File: src/rtl/bpeg_pkg.sv
package bpeg_pkg;

	localparam int unsigned LEVEL_W = 21;
	localparam int unsigned DUR_W   = 29;
	localparam int unsigned TIME_W  = 30;
	localparam int unsigned STEP_W  = 24;
	localparam int unsigned COUNT_W = 7;
	localparam int unsigned PIDX_W  = 6;
	localparam int unsigned FRAC_W  = 24;
	localparam int unsigned RATIO_W = FRAC_W + 1;
	localparam int unsigned DATA_W  = STEP_W;

	localparam logic [RATIO_W-1:0] ONE_Q24     = RATIO_W'(1) << FRAC_W;
	localparam logic [COUNT_W-1:0] RESET_COUNT = COUNT_W'(4);
	localparam logic [STEP_W-1:0]  RESET_STEP  = STEP_W'(350);

	typedef enum logic {
		CMD_TICK  = 1'b0,
		CMD_WRITE = 1'b1
	} cmd_t;

	typedef enum logic {
		CFG_POINT_COUNT = 1'b0,
		CFG_TIME_STEP   = 1'b1
	} cfg_reg_t;

	typedef enum logic [3:0] {
		ST_CLEAR,
		ST_IDLE,
		ST_RD_CUR,
		ST_RD_NEXT,
		ST_LOAD_B,
		ST_DIV,
		ST_MUL,
		ST_MIX,
		ST_OUT
	} state_t;

	function automatic logic [LEVEL_W-1:0] init_level(input int unsigned k);
		logic [LEVEL_W-1:0] v;
		unique case (k)
			1: v = LEVEL_W'(65536);
			2: v = LEVEL_W'(13107);
			default: v = '0;
		endcase
		return v;
	endfunction

	function automatic logic [DUR_W-1:0] init_duration(input int unsigned k);
		logic [DUR_W-1:0] v;
		unique case (k)
			0: v = DUR_W'(167772);
			1: v = DUR_W'(671089);
			2: v = DUR_W'(3355443);
			3: v = DUR_W'(8388608);
			default: v = '0;
		endcase
		return v;
	endfunction

endpackage

File: src/rtl/bpeg_table.sv
module bpeg_table #(
	parameter int unsigned DEPTH = 64,
	parameter int unsigned IDX_W = 6
) (
	input  logic                         clk,
	input  logic                         we,
	input  logic [IDX_W-1:0]             waddr,
	input  logic [bpeg_pkg::LEVEL_W-1:0] wlevel,
	input  logic [bpeg_pkg::DUR_W-1:0]   wdur,
	input  logic [IDX_W-1:0]             raddr,
	output logic [bpeg_pkg::LEVEL_W-1:0] rlevel,
	output logic [bpeg_pkg::DUR_W-1:0]   rdur
);
	import bpeg_pkg::*;

	logic [LEVEL_W+DUR_W-1:0] mem [DEPTH];
	logic [LEVEL_W+DUR_W-1:0] rdata_q;

	always_ff @(posedge clk) begin
		if (we) begin
			mem[waddr] <= {wlevel, wdur};
		end
		rdata_q <= mem[raddr];
	end

	assign rlevel = rdata_q[LEVEL_W+DUR_W-1:DUR_W];
	assign rdur   = rdata_q[DUR_W-1:0];

endmodule

File: config.mk
export PLATFORM = sky130hd
export DESIGN_NAME = bpeg_table
export DESIGN_NICKNAME = d
export VERILOG_FILES = /design/src/rtl/bpeg_pkg.sv /design/src/rtl/bpeg_table.sv
export SDC_FILE = /design/constraint.sdc
export NUM_CORES = 2
export LEC_CHECK = 0
export BUFFER_PORTS_ARGS = -buffer_cell sky130_fd_sc_hd__clkbuf_2
export CAP_MARGIN = 20
export CELL_PAD_IN_SITES_DETAIL_PLACEMENT = 1
export CELL_PAD_IN_SITES_GLOBAL_PLACEMENT = 2
export CORE_MARGIN = 8
export CORE_UTILIZATION = 52
export DETAILED_ROUTE_END_ITERATION = 16
export PLACE_DENSITY = 0.91
export SLEW_MARGIN = 30
export SYNTH_ARGS = -nofsm -noshare
export SYNTH_HDL_FRONTEND = slang
export SYNTH_SLANG_ARGS = --single-unit
File: constraint.sdc
create_clock -name clk -period 8.7 [get_ports clk]
set_clock_uncertainty 0.15 [all_clocks]
set_input_delay 0.87 -clock clk [delete_from_list [all_inputs] [get_ports clk]]
set_output_delay 0.87 -clock clk [all_outputs]
set_load 0.05 [all_outputs]
* Yosys cells after proc, flatten, opt, wreduce, memory -nomap -nowiden
Memory sizes are Yosys's and may differ from the RTL's. A register that Yosys moved wholly into a read port is not among the register bits.
Index checks and enable logic that the tools add are counted.
** Word-level totals
- Input bits :: 64
- Logic and storage cells :: 3
- Bits in writable memories :: 3200
- Output and inout bits :: 50
- Memories kept :: 1
- Register bits :: 0
** Memories
- mem :: words 64, bits a word 50, read ports 1, clocked after memory_dff 1, write ports 1, line bpeg_table.sv:16 : logic [LEVEL_W+DUR_W-1:0] mem [DEPTH];
** Cells by class
- Muxes and demuxes :: 2
** Operators with widths (number)
- $mux W1 :: 2

* Depth between registers and ports, before layout
- Depth in word-level cells :: 2
- Depth in mapped cells :: 10
- Depth with buffers taken out :: 5

* Worst setup path after synthesis
No wires, ideal clock.
- Kind :: input to register
- From :: input port waddr[3]
- To :: memory mem[48][0] (netlist bit), enable pin
- Setup time :: 0.519 ns
- Path buffers :: 1
- Path slack :: 3.255 ns
- Arrival :: 4.776 ns
- Data required time :: 8.031 ns
- Stages :: 4
- Path through :: clkbuf_1 > nor2b_1 > nand4b_1 > nor3_1
** RTL lines
- from (decl) :: line bpeg_table.sv:7 : input logic [IDX_W-1:0] waddr,
- to (decl) :: line bpeg_table.sv:16
Straight into the memory's write port.

==> key figures <==
Die
  • Width of the chip: 502 um
  • Initial core utilization: 52.3%
  • Placeable core region: 0.235 sq mm
  • Rows: roughly 180
  • Number of primary I/O pins: 114
  • Die Y: 502 um
  • Full die area: 0.252 sq mm

Global route
  • Number of antenna violations at the first check in global routing: 31
  • Global-route wire length before repair: 549000 um
  • Global-route usage over all layers: 31.2%
  • Vias in the first global route: 68300
  • Leftover overflow at the end of global routing: 0
  • Largest net degree at the start of global routing: 134

Worst setup path
  • Required time at the worst-slack endpoint: 9390 ps
  • Startpoint-to-endpoint class of the critical path: input port to flip-flop
  • Max Fanout on Critical Path: 56
  • Worst setup startpoint: raddr[3]
  • CP startpoint kind: input port
  • Data arrival time at the worst-slack endpoint: 4500 ps
  • Type of destination of the critical path: flip-flop
  • Worst flop-to-flop path startpoint: mem[42][21]

Detailed routing
  • Overall routed net length: 414000 um
  • Overall via count from detail_route: roughly 67000
  • First DRT Iteration DRCs: ~13000
  • DRC violation count after routing: 0
  • Initial DRT Pass Iterations: 6
  • Detail-routed via count per cell: ~7.3
  • Mean routed wirelength per cell: 45.3 um
  • Detail Route Antenna Nets: 0

Timing
  • Actual slew at the worst max-slew pin: 1120 ps
  • Final TNS setup: 0 ps
  • Unrepaired setup endpoints after global routing: no
  • Highest achievable clock rate: 262 MHz
  • Final Max Tran Viols: 0
  • Final hold viol count: 0
  • Final Setup Violations: 0
  • Hold_ws: roughly 290 ps
  • Relative max-transition margin: 25.2%
  • Final critical-path share of the clock period: 43.9%
  • Final critical path time including I/O delays and setup: 3820 ps

Yosys
  • Synth area leaders: sky130_fd_sc_hd__edfxtp_1 (78%), sky130_fd_sc_hd__mux4_2 (13%), sky130_fd_sc_hd__mux2i_1 (1.9%)
  • Yosys reg bits: 3250
  • Proportion of synthesized area in mux cells: 15.3%
  • Sequential cell area fraction in the yosys report: 79.0%
  • Warnings, synthesis: 0
  • Post-Synthesis Net Count: 5521
  • Number of cells produced by synthesis: approximately 5500
  • Library cell with the largest summed area after synthesis: sky130_fd_sc_hd__edfxtp_1
  • Share of the synthesized area in the top cell type: approximately four fifths
  • Synth Area in Adders: 0%
  • Most frequent cells after synthesis: sky130_fd_sc_hd__edfxtp_1 (3200), sky130_fd_sc_hd__mux4_2 (690), sky130_fd_sc_hd__mux2i_1 (229), sky130_fd_sc_hd__clkbuf_1 (154), sky130_fd_sc_hd__o22ai_1 (126)
  • Average footprint of a synthesized cell: 22.5 sq um
  • Number of enable flip-flop cells after synthesis: 3200
  • Netlist Area Pre-Place: 0.123 sq mm
  • Most repeated cell in the gate-level netlist after synthesis: sky130_fd_sc_hd__edfxtp_1
  • Async set or reset register ratio after synthesis: 0%
  • Complex-gate fraction of the synthesized area: 2.67%
  • Post-Synth Simple-Gate Area: 1.74%
  • Ys flop type: sky130_fd_sc_hd__edfxtp_1
  • Combinational family with the most area after synthesis: multiplexers
  • Number of distinct library cell variants in the gate-level netlist after synthesis: 45
  • Area share of xor/xnor cells in the synthesized design: 0%

Clocking
  • Clk Latency, worst-skew pair: 990 ps
  • CTS Buf Count: around 320
  • Clock-pin slew of the registers on the worst-case setup and hold paths: 80 ps
  • Clock tree root buffer cell: sky130_fd_sc_hd__clkbuf_16
  • Number of levels in the clock H-tree: 5
  • Count of buffers added by post-CTS timing repair for setup: 0
  • Clock Tree Buf Depth: 4
  • Count of hold-fix buffers inserted at cts: 0
  • TritonCTS clock tree: done
  • Post-CTS sizing: 0
  • TritonCTS sink count: 3250

Outcome
  • Status: complete, no violations

Power
  • Highest ir drop seen on vdd: 0.165 mV
  • Fraction of power consumed by the clock network: 42.2%
  • Areal power density over the cells: 240 mW/mm^2
  • Combinational share of power: 5.3%
  • Overall power consumption: between 30 and 40 mW
  • Internal power consumption: roughly 26 mW
  • Proportion of power drawn by flip-flops and latches: 52.5%
  • Leakage: 43.2 nW
  • Sw Pwr: 7.52 mW
  • Switching share of power: 22.7%

Flow run
  • Count of max-cap constraint violations: 0

Finish
  • Final design instance area without fill: 0.138 sq mm
  • Fraction of layout instances using a drive strength above 1: 26.2%
  • Post-layout util: 58.8%
  • Fin nets: just under 6000
  • Filler cell count in the final layout: 19400
  • Signed area change from the synthesized netlist to the final layout: 12.5%

Placed design
  • Dpl cell area: 0.128 sq mm
  • Post-DP HPWL: 199000 um
  • RePlAce Congestion: a little under 0.8
  • Port buffer count: approximately 110

Min path
  • HP Start: wlevel[5]
  • Hold Path Class: input port to flip-flop
[registers in the layout (all words and copies together), names as in the netlist]
name and count:
mem 3200, rdata_q 50
[final timing paths]
kind	end	slack, ps	cells past startpoint
worst min-delay path	mem[31][34]	290	1
worst max register to register	rdata_q[21]	6180	5
worst min register to register	rdata_q[32]	680	4
worst max-delay path	rdata_q[4]	4880	8
[power groups by stage]
stage               clock network [mW]  registers [mW]  logic (mW)
floorplan                            0            17.8       0.842
global placement                     0            17.8        1.55
detailed placement                   0            17.8        1.63
CTS                               13.8            17.4        1.68
global route                      14.4            17.4        1.77
finish                            14.0            17.4        1.75
[layer usage]
| layer | wire [um] | share of wire, % | GRT usage, % | up-vias |
|---|---|---|---|---|
| li1 | - | - | - | 23800 |
| met1 | 132000 | 32 | 40.9 | 34500 |
| met2 | 190000 | 46 | 48.8 | 7187 |
| met3 | 64000 | 15 | 7.94 | 1625 |
| met4 | 28000 | 6.8 | 16.6 | 10 |
| met5 | 66 | 0.016 | 0 | - |
[cells in the final DEF (no fill, tap or decap), types with 31 or more instances in the layout]
cell and count:
sky130_fd_sc_hd__edfxtp_1 3200, sky130_fd_sc_hd__mux4_2 690, sky130_fd_sc_hd__clkbuf_16 330, sky130_fd_sc_hd__mux2i_1 229, sky130_fd_sc_hd__buf_4 157, sky130_fd_sc_hd__o22ai_1 126
sky130_fd_sc_hd__nand2_1 107, sky130_fd_sc_hd__nand3_1 98, sky130_fd_sc_hd__clkbuf_1 81, sky130_fd_sc_hd__a22oi_1 80, sky130_fd_sc_hd__mux2_2 68, sky130_fd_sc_hd__nor2_4 67
sky130_fd_sc_hd__nand4_1 65, sky130_fd_sc_hd__clkbuf_2 60, sky130_fd_sc_hd__o221ai_1 55, sky130_fd_sc_hd__clkinv_2 54, sky130_fd_sc_hd__dfxtp_1 50, sky130_fd_sc_hd__clkinv_1 43
sky130_fd_sc_hd__a221o_1 36, sky130_fd_sc_hd__a211oi_1 32, sky130_fd_sc_hd__nor2_1 31
[cells by family (layout without fill, tap and decap cells)]
group / after synthesis / count (layout)
AO/OA/AOI/OAI: 439 / 439
buffers and inverters: 319 / 841
multiplexers: 1003 / 1003
other: 0 / 16
AND/OR/NAND/NOR: 446 / 446
flip-flops: 3250 / 3250
[through the flow]
step,instances,setup WS [ps]
2_1_floorplan,5457,3250
3_3_place_gp,8558,4130
3_5_place_dp,8570,3930
4_1_cts,9126,4950
5_1_grt,9138,4860
6_report,9145,4880
[critical path, cell delays in order]
cell and delay [ps]:
sky130_fd_sc_hd__buf_6 240, sky130_fd_sc_hd__buf_4 510, sky130_fd_sc_hd__nor2_4 790, sky130_fd_sc_hd__buf_4 900
sky130_fd_sc_hd__a22oi_1 320, sky130_fd_sc_hd__nand3_1 180, sky130_fd_sc_hd__o21ai_1 100, sky130_fd_sc_hd__a21oi_1 280
[cell type report]
cell class	count	area [sq um]	share of cell area, %
clock inverter	134	1290	0.936
clock buffer	422	8710	6.30
sequential	3250	97100	70.2
tap	3150	3940	2.85
inverter	1	3.75	0.00271
timing repair buffer	284	2420	1.75
antenna	16	40.0	0.0290
multi-input combinational	1888	24800	17.9
Power figures use the tool's default switching activity.
