<file path="src/rtl/bpeg_pkg.sv">
package bpeg_pkg;

	localparam int unsigned LEVEL_W = 21;
	localparam int unsigned DUR_W   = 29;
	localparam int unsigned TIME_W  = 30;
	localparam int unsigned STEP_W  = 24;
	localparam int unsigned COUNT_W = 7;
	localparam int unsigned PIDX_W  = 6;
	localparam int unsigned FRAC_W  = 24;
	localparam int unsigned RATIO_W = FRAC_W + 1;
	localparam int unsigned DATA_W  = STEP_W;

	localparam logic [RATIO_W-1:0] ONE_Q24     = RATIO_W'(1) << FRAC_W;
	localparam logic [COUNT_W-1:0] RESET_COUNT = COUNT_W'(4);
	localparam logic [STEP_W-1:0]  RESET_STEP  = STEP_W'(350);

	typedef enum logic {
		CMD_TICK  = 1'b0,
		CMD_WRITE = 1'b1
	} cmd_t;

	typedef enum logic {
		CFG_POINT_COUNT = 1'b0,
		CFG_TIME_STEP   = 1'b1
	} cfg_reg_t;

	typedef enum logic [3:0] {
		ST_CLEAR,
		ST_IDLE,
		ST_RD_CUR,
		ST_RD_NEXT,
		ST_LOAD_B,
		ST_DIV,
		ST_MUL,
		ST_MIX,
		ST_OUT
	} state_t;

	function automatic logic [LEVEL_W-1:0] init_level(input int unsigned k);
		logic [LEVEL_W-1:0] v;
		unique case (k)
			1: v = LEVEL_W'(65536);
			2: v = LEVEL_W'(13107);
			default: v = '0;
		endcase
		return v;
	endfunction

	function automatic logic [DUR_W-1:0] init_duration(input int unsigned k);
		logic [DUR_W-1:0] v;
		unique case (k)
			0: v = DUR_W'(167772);
			1: v = DUR_W'(671089);
			2: v = DUR_W'(3355443);
			3: v = DUR_W'(8388608);
			default: v = '0;
		endcase
		return v;
	endfunction

endpackage

</file>
<file path="src/rtl/bpeg_div.sv">
module bpeg_div (
	input  logic                        clk,
	input  logic                        arst_n,
	input  logic                        start,
	input  logic [bpeg_pkg::TIME_W-1:0] num,
	input  logic [bpeg_pkg::DUR_W-1:0]  den,
	output logic                        done,
	output logic [bpeg_pkg::FRAC_W-1:0] quo
);
	import bpeg_pkg::*;

	localparam int unsigned CNT_W = $clog2(FRAC_W);

	logic              busy_q;
	logic              done_q;
	logic [CNT_W-1:0]  cnt_q;
	logic [TIME_W-1:0] rem_q;
	logic [DUR_W-1:0]  den_q;
	logic [FRAC_W-1:0] quo_q;

	logic [TIME_W:0]   sh;
	logic [TIME_W:0]   diff;
	logic              ge;

	always_comb begin
		sh   = {rem_q, 1'b0};
		ge   = sh >= (TIME_W+1)'(den_q);
		diff = sh - (TIME_W+1)'(den_q);
	end

	always_ff @(posedge clk or negedge arst_n) begin
		if (!arst_n) begin
			busy_q <= 1'b0;
			done_q <= 1'b0;
			cnt_q  <= '0;
		end else begin
			done_q <= 1'b0;
			if (start) begin
				busy_q <= 1'b1;
				cnt_q  <= CNT_W'(FRAC_W - 1);
			end else if (busy_q) begin
				cnt_q <= cnt_q - CNT_W'(1);
				if (cnt_q == '0) begin
					busy_q <= 1'b0;
					done_q <= 1'b1;
				end
			end
		end
	end

	// one quotient bit per cycle, restoring
	always_ff @(posedge clk) begin
		if (start) begin
			rem_q <= num;
			den_q <= den;
			quo_q <= '0;
		end else if (busy_q) begin
			rem_q <= ge ? diff[TIME_W-1:0] : sh[TIME_W-1:0];
			quo_q <= {quo_q[FRAC_W-2:0], ge};
		end
	end

	assign done = done_q;
	assign quo  = quo_q;

`ifndef ASSERT_OFF
	a_start_idle: assert property (@(posedge clk) disable iff (!arst_n)
		start |-> !busy_q)
		else $error("divider started while busy");
	a_rem_bound: assert property (@(posedge clk) disable iff (!arst_n)
		busy_q |-> rem_q < TIME_W'(den_q))
		else $error("partial remainder not below divisor");
	a_done_after_busy: assert property (@(posedge clk) disable iff (!arst_n)
		done_q |-> $past(busy_q) && !busy_q)
		else $error("done without a finished run");
`endif

endmodule
</file>
<file path="config.mk">
export PLATFORM = sky130hd
export DESIGN_NAME = bpeg_div
export DESIGN_NICKNAME = d
export VERILOG_FILES = /design/src/rtl/bpeg_pkg.sv /design/src/rtl/bpeg_div.sv
export SDC_FILE = /design/constraint.sdc
export NUM_CORES = 1
export LEC_CHECK = 0
export BUFFER_PORTS_ARGS = -buffer_cell sky130_fd_sc_hd__clkbuf_2
export CORE_MARGIN = 5
export CORE_UTILIZATION = 63
export CTS_BUF_LIST = sky130_fd_sc_hd__clkbuf_8
export DETAILED_ROUTE_END_ITERATION = 12
export GPL_TIMING_DRIVEN = 0
export PLACE_DENSITY = 0.85
export SLEW_MARGIN = 5
export SYNTH_ARGS = -nofsm -noshare
export SYNTH_HDL_FRONTEND = slang
export SYNTH_SLANG_ARGS = --single-unit
</file>
<file path="constraint.sdc">
create_clock -name clk -period 7.32 [get_ports clk]
set_input_delay 0.366 -clock clk [delete_from_list [all_inputs] [get_ports clk]]
set_output_delay 0.366 -clock clk [all_outputs]
set_load 0.02 [all_outputs]
</file>
; Yosys cells after proc, flatten, opt, wreduce, memory -nomap -nowiden
; Index checks and enable logic that the tools add are counted.
[classes]
addsub = 2
order_cmp = 1
mux = 11
n_reduce_logical = 2
[op_table]
columns = operator, count
row1 = $mux W30, 3
row2 = $ge A31 B29 Y1, 1
row3 = $sub A30 B29 Y30, 1
row4 = $mux W5, 2
row5 = $mux W1, 6
row6 = $logic_not A5 Y1, 1
row7 = $sub A5 B1 Y5 const B, 1
row8 = $reduce_bool A2 Y1, 1
[word_totals]
reg_bits = 90
inputBits = 62
out_inout_bits = 25
wordCells = 22

; Depth between registers and ports, before layout
[logic_depth]
ltp_word = 4
mapped_depth = 13
ltp_nobuf = 10

; Least setup slack after synthesis
; No wires, ideal clock.
[synth_timing]
kind = reg-to-reg
from = register rem_q[1]
to = register rem_q[21], data pin
setup_ns = 0.272
arrival_time_ns = 2.479
required_ns = 7.048
slack_ns = 4.569
stages_incl_launch_ff = 10
path_buffers = 0
period_less_slack_ns = 2.751
cell_sequence = edfxtp_1 > ha_1 > a21oi_1 > a21oi_1 > a211oi_2 > o21bai_2 > a311oi_2 > o21ai_2 > or4_1 > nor4bb_1
[synth_via]
elab_chain_len = 4
word_cells_on_any_way = 5
cone_classes = 1 x add/sub / 1 x order compare / 3 x mux
[synth_rtl]
columns = item, line
row1 = "start, declared", bpeg_div.sv:17  ; logic [TIME_W-1:0] rem_q;
row2 = "start signal, assigned", bpeg_div.sv:54  ; rem_q <= num;
row3 = "start signal, assigned", bpeg_div.sv:58  ; rem_q <= ge ? diff[TIME_W-1:0] : sh[TIME_W-1:0];
row4 = $sub A30 B29 Y30 / $ge A31 B29 Y1 (equally long branches), "bpeg_div.sv:28, bpeg_div.sv:27"
row5 = $mux W30 *, bpeg_div.sv:58
row6 = $mux W30 *, bpeg_div.sv:57  ; end else if (busy_q) begin
row7 = $mux W30 *, bpeg_div.sv:53  ; if (start) begin
; Mark *: on every way between the ends. The rest lies on a longest branch, timed or not. The select of a mux whose other input is x is not followed.
; A chain may end at the register's enable or synchronous reset.

; Worst setup path in the final report
[layout_timing]
from = register rem_q[12]
to = register rem_q[25], data pin
; The elaborated chain is that of the path after synthesis.

==> summary.md <==
| Metric | Value |
|---|---|
| Worst hold stages | 1 |
| PwrDens | 384 mW/mm² |
| CTS max path bufs | 2 |
| DRC errors left | 0 |
| Rel. slew slack | 0.343 |
| Via count | 4682 |
| Worst hold start | den[21] |
| Max_cap viols | 0 |
| Total CTS buffers | 9 |
| Initial antenna violation count | 0 |
| Fin crit period | 3.39 ns |
| Clock Skews | 0.0219 ns |
| Fillers | 623 |
| RSZ-0062 raised after global routing | false |
| First-pass GRT wire length | 22.8 mm |
| Routability Congestion | 0.951 |
| Fin. Hold Viols | 0 |
| Num rows | 33 |
| Root Buffer Master | clkbuf_8 |
| Initial DRC count | 328 |
| I/O Buffers | 86 |
| Worst slew pin tran | 0.986 ns |
| Synth warn | 0 |
| Worst Setup SP | rem_q[12]$_DFFE_PP_ |
| Initial DRT Pass Iterations | 5 |
| Hold Crit Class | in2reg |
| Layout cell share with drive strength beyond 1 | 0.179 |
| DIE HEIGHT | 102 µm |
| Post-Route WL | 14.3 mm |
| Largest net degree at the start of global routing | 35 |
| Die ar. | 0.0104 mm² |
| Fmax | 295 MHz |
| Clock latency on the worst-skew pair | 0.39 ns |
| Total power | 2.35 mW |
| Layout area overhead | 14.8% |
| Syn Inst Count | 549 |
| Final hold slack | 0.145 ns |
| WP data required | 7.54 ns |
| Critical Setup Path Class | reg2reg |
| EDFF count, synth | 59 |
| Crit path launch type | flop |
| Post-Route Utilization | 0.745 |
| Leak | 2.75 nW |
| Overflow after GRT | 0 |
| Crit-path max FO | 10 |
| Final setup fails | 0 |
| Post-route ant nets | 0 |
| Worst-path clk slew | 0.11 ns |
| Dominant synthesized flop cell | edfxtp_1 |
| Setup TNS | 0 ns |
| All-Layer GR Usage | 0.282 |
| DP HPWL | 10.3 mm |
| Worst reg2reg startpoint | rem_q[12]$_DFFE_PP_ |
| CTS tree | built |
| Seq/Total Area, Yosys | 0.455 |
| Initial core utilization | 0.649 |
| Synthesis-stage register bit count | 90 |
| Worst setup EP type | flop |
| Vias in the first global route | 4761 |
| Worst EP arrival | 3.61 ns |
| Chip width | 102 µm |
| WL/cell | 18.9 µm |
| Syn_nets | 643 |
| Core area | 0.00822 mm² |
| Outcome | finished clean |
| Distinct cells, synth | 65 |
| Vias/cell | 6.18 |
| H-tree levels | 3 |
| Finished Layout Cells | 757 |
| Ant diodes | 0 |
| Cell count after placement | 740 |
| Nets | 741 |
| Max Slew Vio Count | 0 |
| Io pins | 87 |
| Post-synthesis cell area | 0.00533 mm² |
| CTS Sinks | 90 |
| Mean Syn Cell Area | 9.71 µm² |
| Worst R2R Path Depth | 10 |
| Final period utilization | 0.463 |
| Maximum vdd ir drop | 0.000176 V |
| Post_cts resized | 0 |
| Async SR Flop Fraction | 0.0778 |
## cells by family after synthesis
family | count (synthesis) | synth area share
fa+ha+maj | 32 | 0.0765
xor+xnor | 26 | 0.0427
buf+inv | 74 | 0.0570
simple gates | 152 | 0.134
compound gates | 151 | 0.189
mux | 24 | 0.0450
flops | 90 | 0.455
## layout by cell type (no fill, tap or decap), types with 4 or more instances in the layout
master     instances
a31oi_1           22
edfxtp_1          59
dfrtp_1            7
clkbuf_2          86
inv_1             39
nor2_1            55
clkbuf_1          24
mux2i_1           24
nor3b_1            4
o31a_1             4
a21o_1             9
and3_1             7
nand3_1           23
nand2b_1           6
o21ai_0            9
dfxtp_1           24
ha_1              31
xor2_1             5
a2bb2oi_1          4
xnor2_1           21
clkbuf_8           9
o31ai_1            6
nand2_1           31
nor3_1             6
buf_1              4
nand4_1            5
a21oi_1           33
o21ai_1           20
o211ai_1           6
## sequential cells by signal, summed over array words and instances, names as in the netlist
| signal | cells |
|---|---|
| rem_q | 30 |
| den_q | 29 |
| cnt_q | 5 |
| done | 1 |
| quo | 24 |
| busy_q | 1 |
## report_power, final
group	switching [mW]	internal, mW	total [mW]	leakage [nW]
registers	0.0641	0.670	0.734	0.867
logic	0.752	0.485	1.24	1.78
clock network	0.212	0.168	0.380	0.109
## per-stage QoR
stage | setup WS, ns | area, µm²
after detailed placement | 4.04 | 5890
after CTS | 3.99 | 6120
after global placement | 4.09 | 5890
after floorplan | 4.57 | 5330
final | 3.93 | 6120
after global routing | 3.71 | 6120
## cell type report
class                      instances  area [µm²]  share of cell area
clock inverter                     7        92.6              0.0151
timing repair buffer              87         440              0.0720
inverter                          40         150              0.0245
tap                              105         131              0.0215
sequential                        90        2430               0.397
buffer                            34         154              0.0251
clock buffer                       9         124              0.0202
multi-input combinational        385        2600               0.425
## per-layer routing
metal  GRT usage  vias to the layer above  share of wire
met5           0                        -              0
met4       0.126                        0          0.032
met3      0.0451                       44          0.086
met2       0.469                      232           0.47
met1       0.364                     2199           0.41
li1            -                     2207              -
## Yosys cell counts, types with 3 or more instances
| cell | count | share of area |
|---|---|---|
| and2_1 | 3 | 0.0035 |
| and3_1 | 7 | 0.0082 |
| xnor2_1 | 21 | 0.034 |
| edfxtp_1 | 59 | 0.33 |
| nor2_1 | 55 | 0.039 |
| mux2i_1 | 24 | 0.045 |
| inv_1 | 39 | 0.027 |
| clkbuf_1 | 24 | 0.017 |
| buf_1 | 4 | 0.0028 |
| a211oi_1 | 3 | 0.0042 |
| nand3_1 | 23 | 0.022 |
| o21a_1 | 3 | 0.0042 |
| nor3_1 | 6 | 0.0056 |
| a21o_1 | 9 | 0.013 |
| nand4_1 | 5 | 0.0059 |
| o31ai_1 | 6 | 0.0084 |
| dfxtp_1 | 24 | 0.090 |
| a21oi_1 | 33 | 0.031 |
| xor2_1 | 5 | 0.0082 |
| o31a_1 | 4 | 0.0066 |
| nand2b_1 | 6 | 0.0070 |
| o21ai_1 | 20 | 0.019 |
| nand2_1 | 31 | 0.022 |
| a2111oi_0 | 3 | 0.0049 |
| o2111ai_1 | 3 | 0.0049 |
| o211ai_1 | 6 | 0.0084 |
| buf_2 | 3 | 0.0028 |
| a31oi_1 | 22 | 0.026 |
| nor3b_1 | 4 | 0.0056 |
| o21ai_0 | 9 | 0.0084 |
| nor2b_1 | 3 | 0.0035 |
| buf_6 | 3 | 0.0063 |
| ha_1 | 31 | 0.073 |
| dfrtp_1 | 7 | 0.033 |
| a2bb2oi_1 | 4 | 0.0066 |
## final timing paths
path | to | slack, ns
setup / recovery | rem_q[25]$_DFFE_PP_ | 3.93
hold / removal | den_q[21]$_DFFE_PP_ | 0.14
setup reg to reg | rem_q[25]$_DFFE_PP_ | 3.93
hold reg to reg | quo[0]$_SDFFE_PP0P_ | 0.51
max in group asynchronous | busy_q$_DFF_PN0_ | 6.79
min in group asynchronous | done$_DFF_PN0_ | 0.35
## critical path, cell delays in order (launching register included)
cell,delay [ns]
edfxtp_1,0.41
ha_1,0.31
clkbuf_1,0.18
and3_1,0.21
clkbuf_1,0.19
a31oi_1,0.30
nor2b_1,0.33
clkbuf_1,0.39
clkbuf_1,0.54
a31oi_1,0.20
a2bb2oi_1,0.17
## repair_timing
action / CTS / global route
hold endpoints to repair: 7 / 0
setup buffers: 0 / 0
hold buffers: 1 / 0
Power figures use the tool's default switching activity.
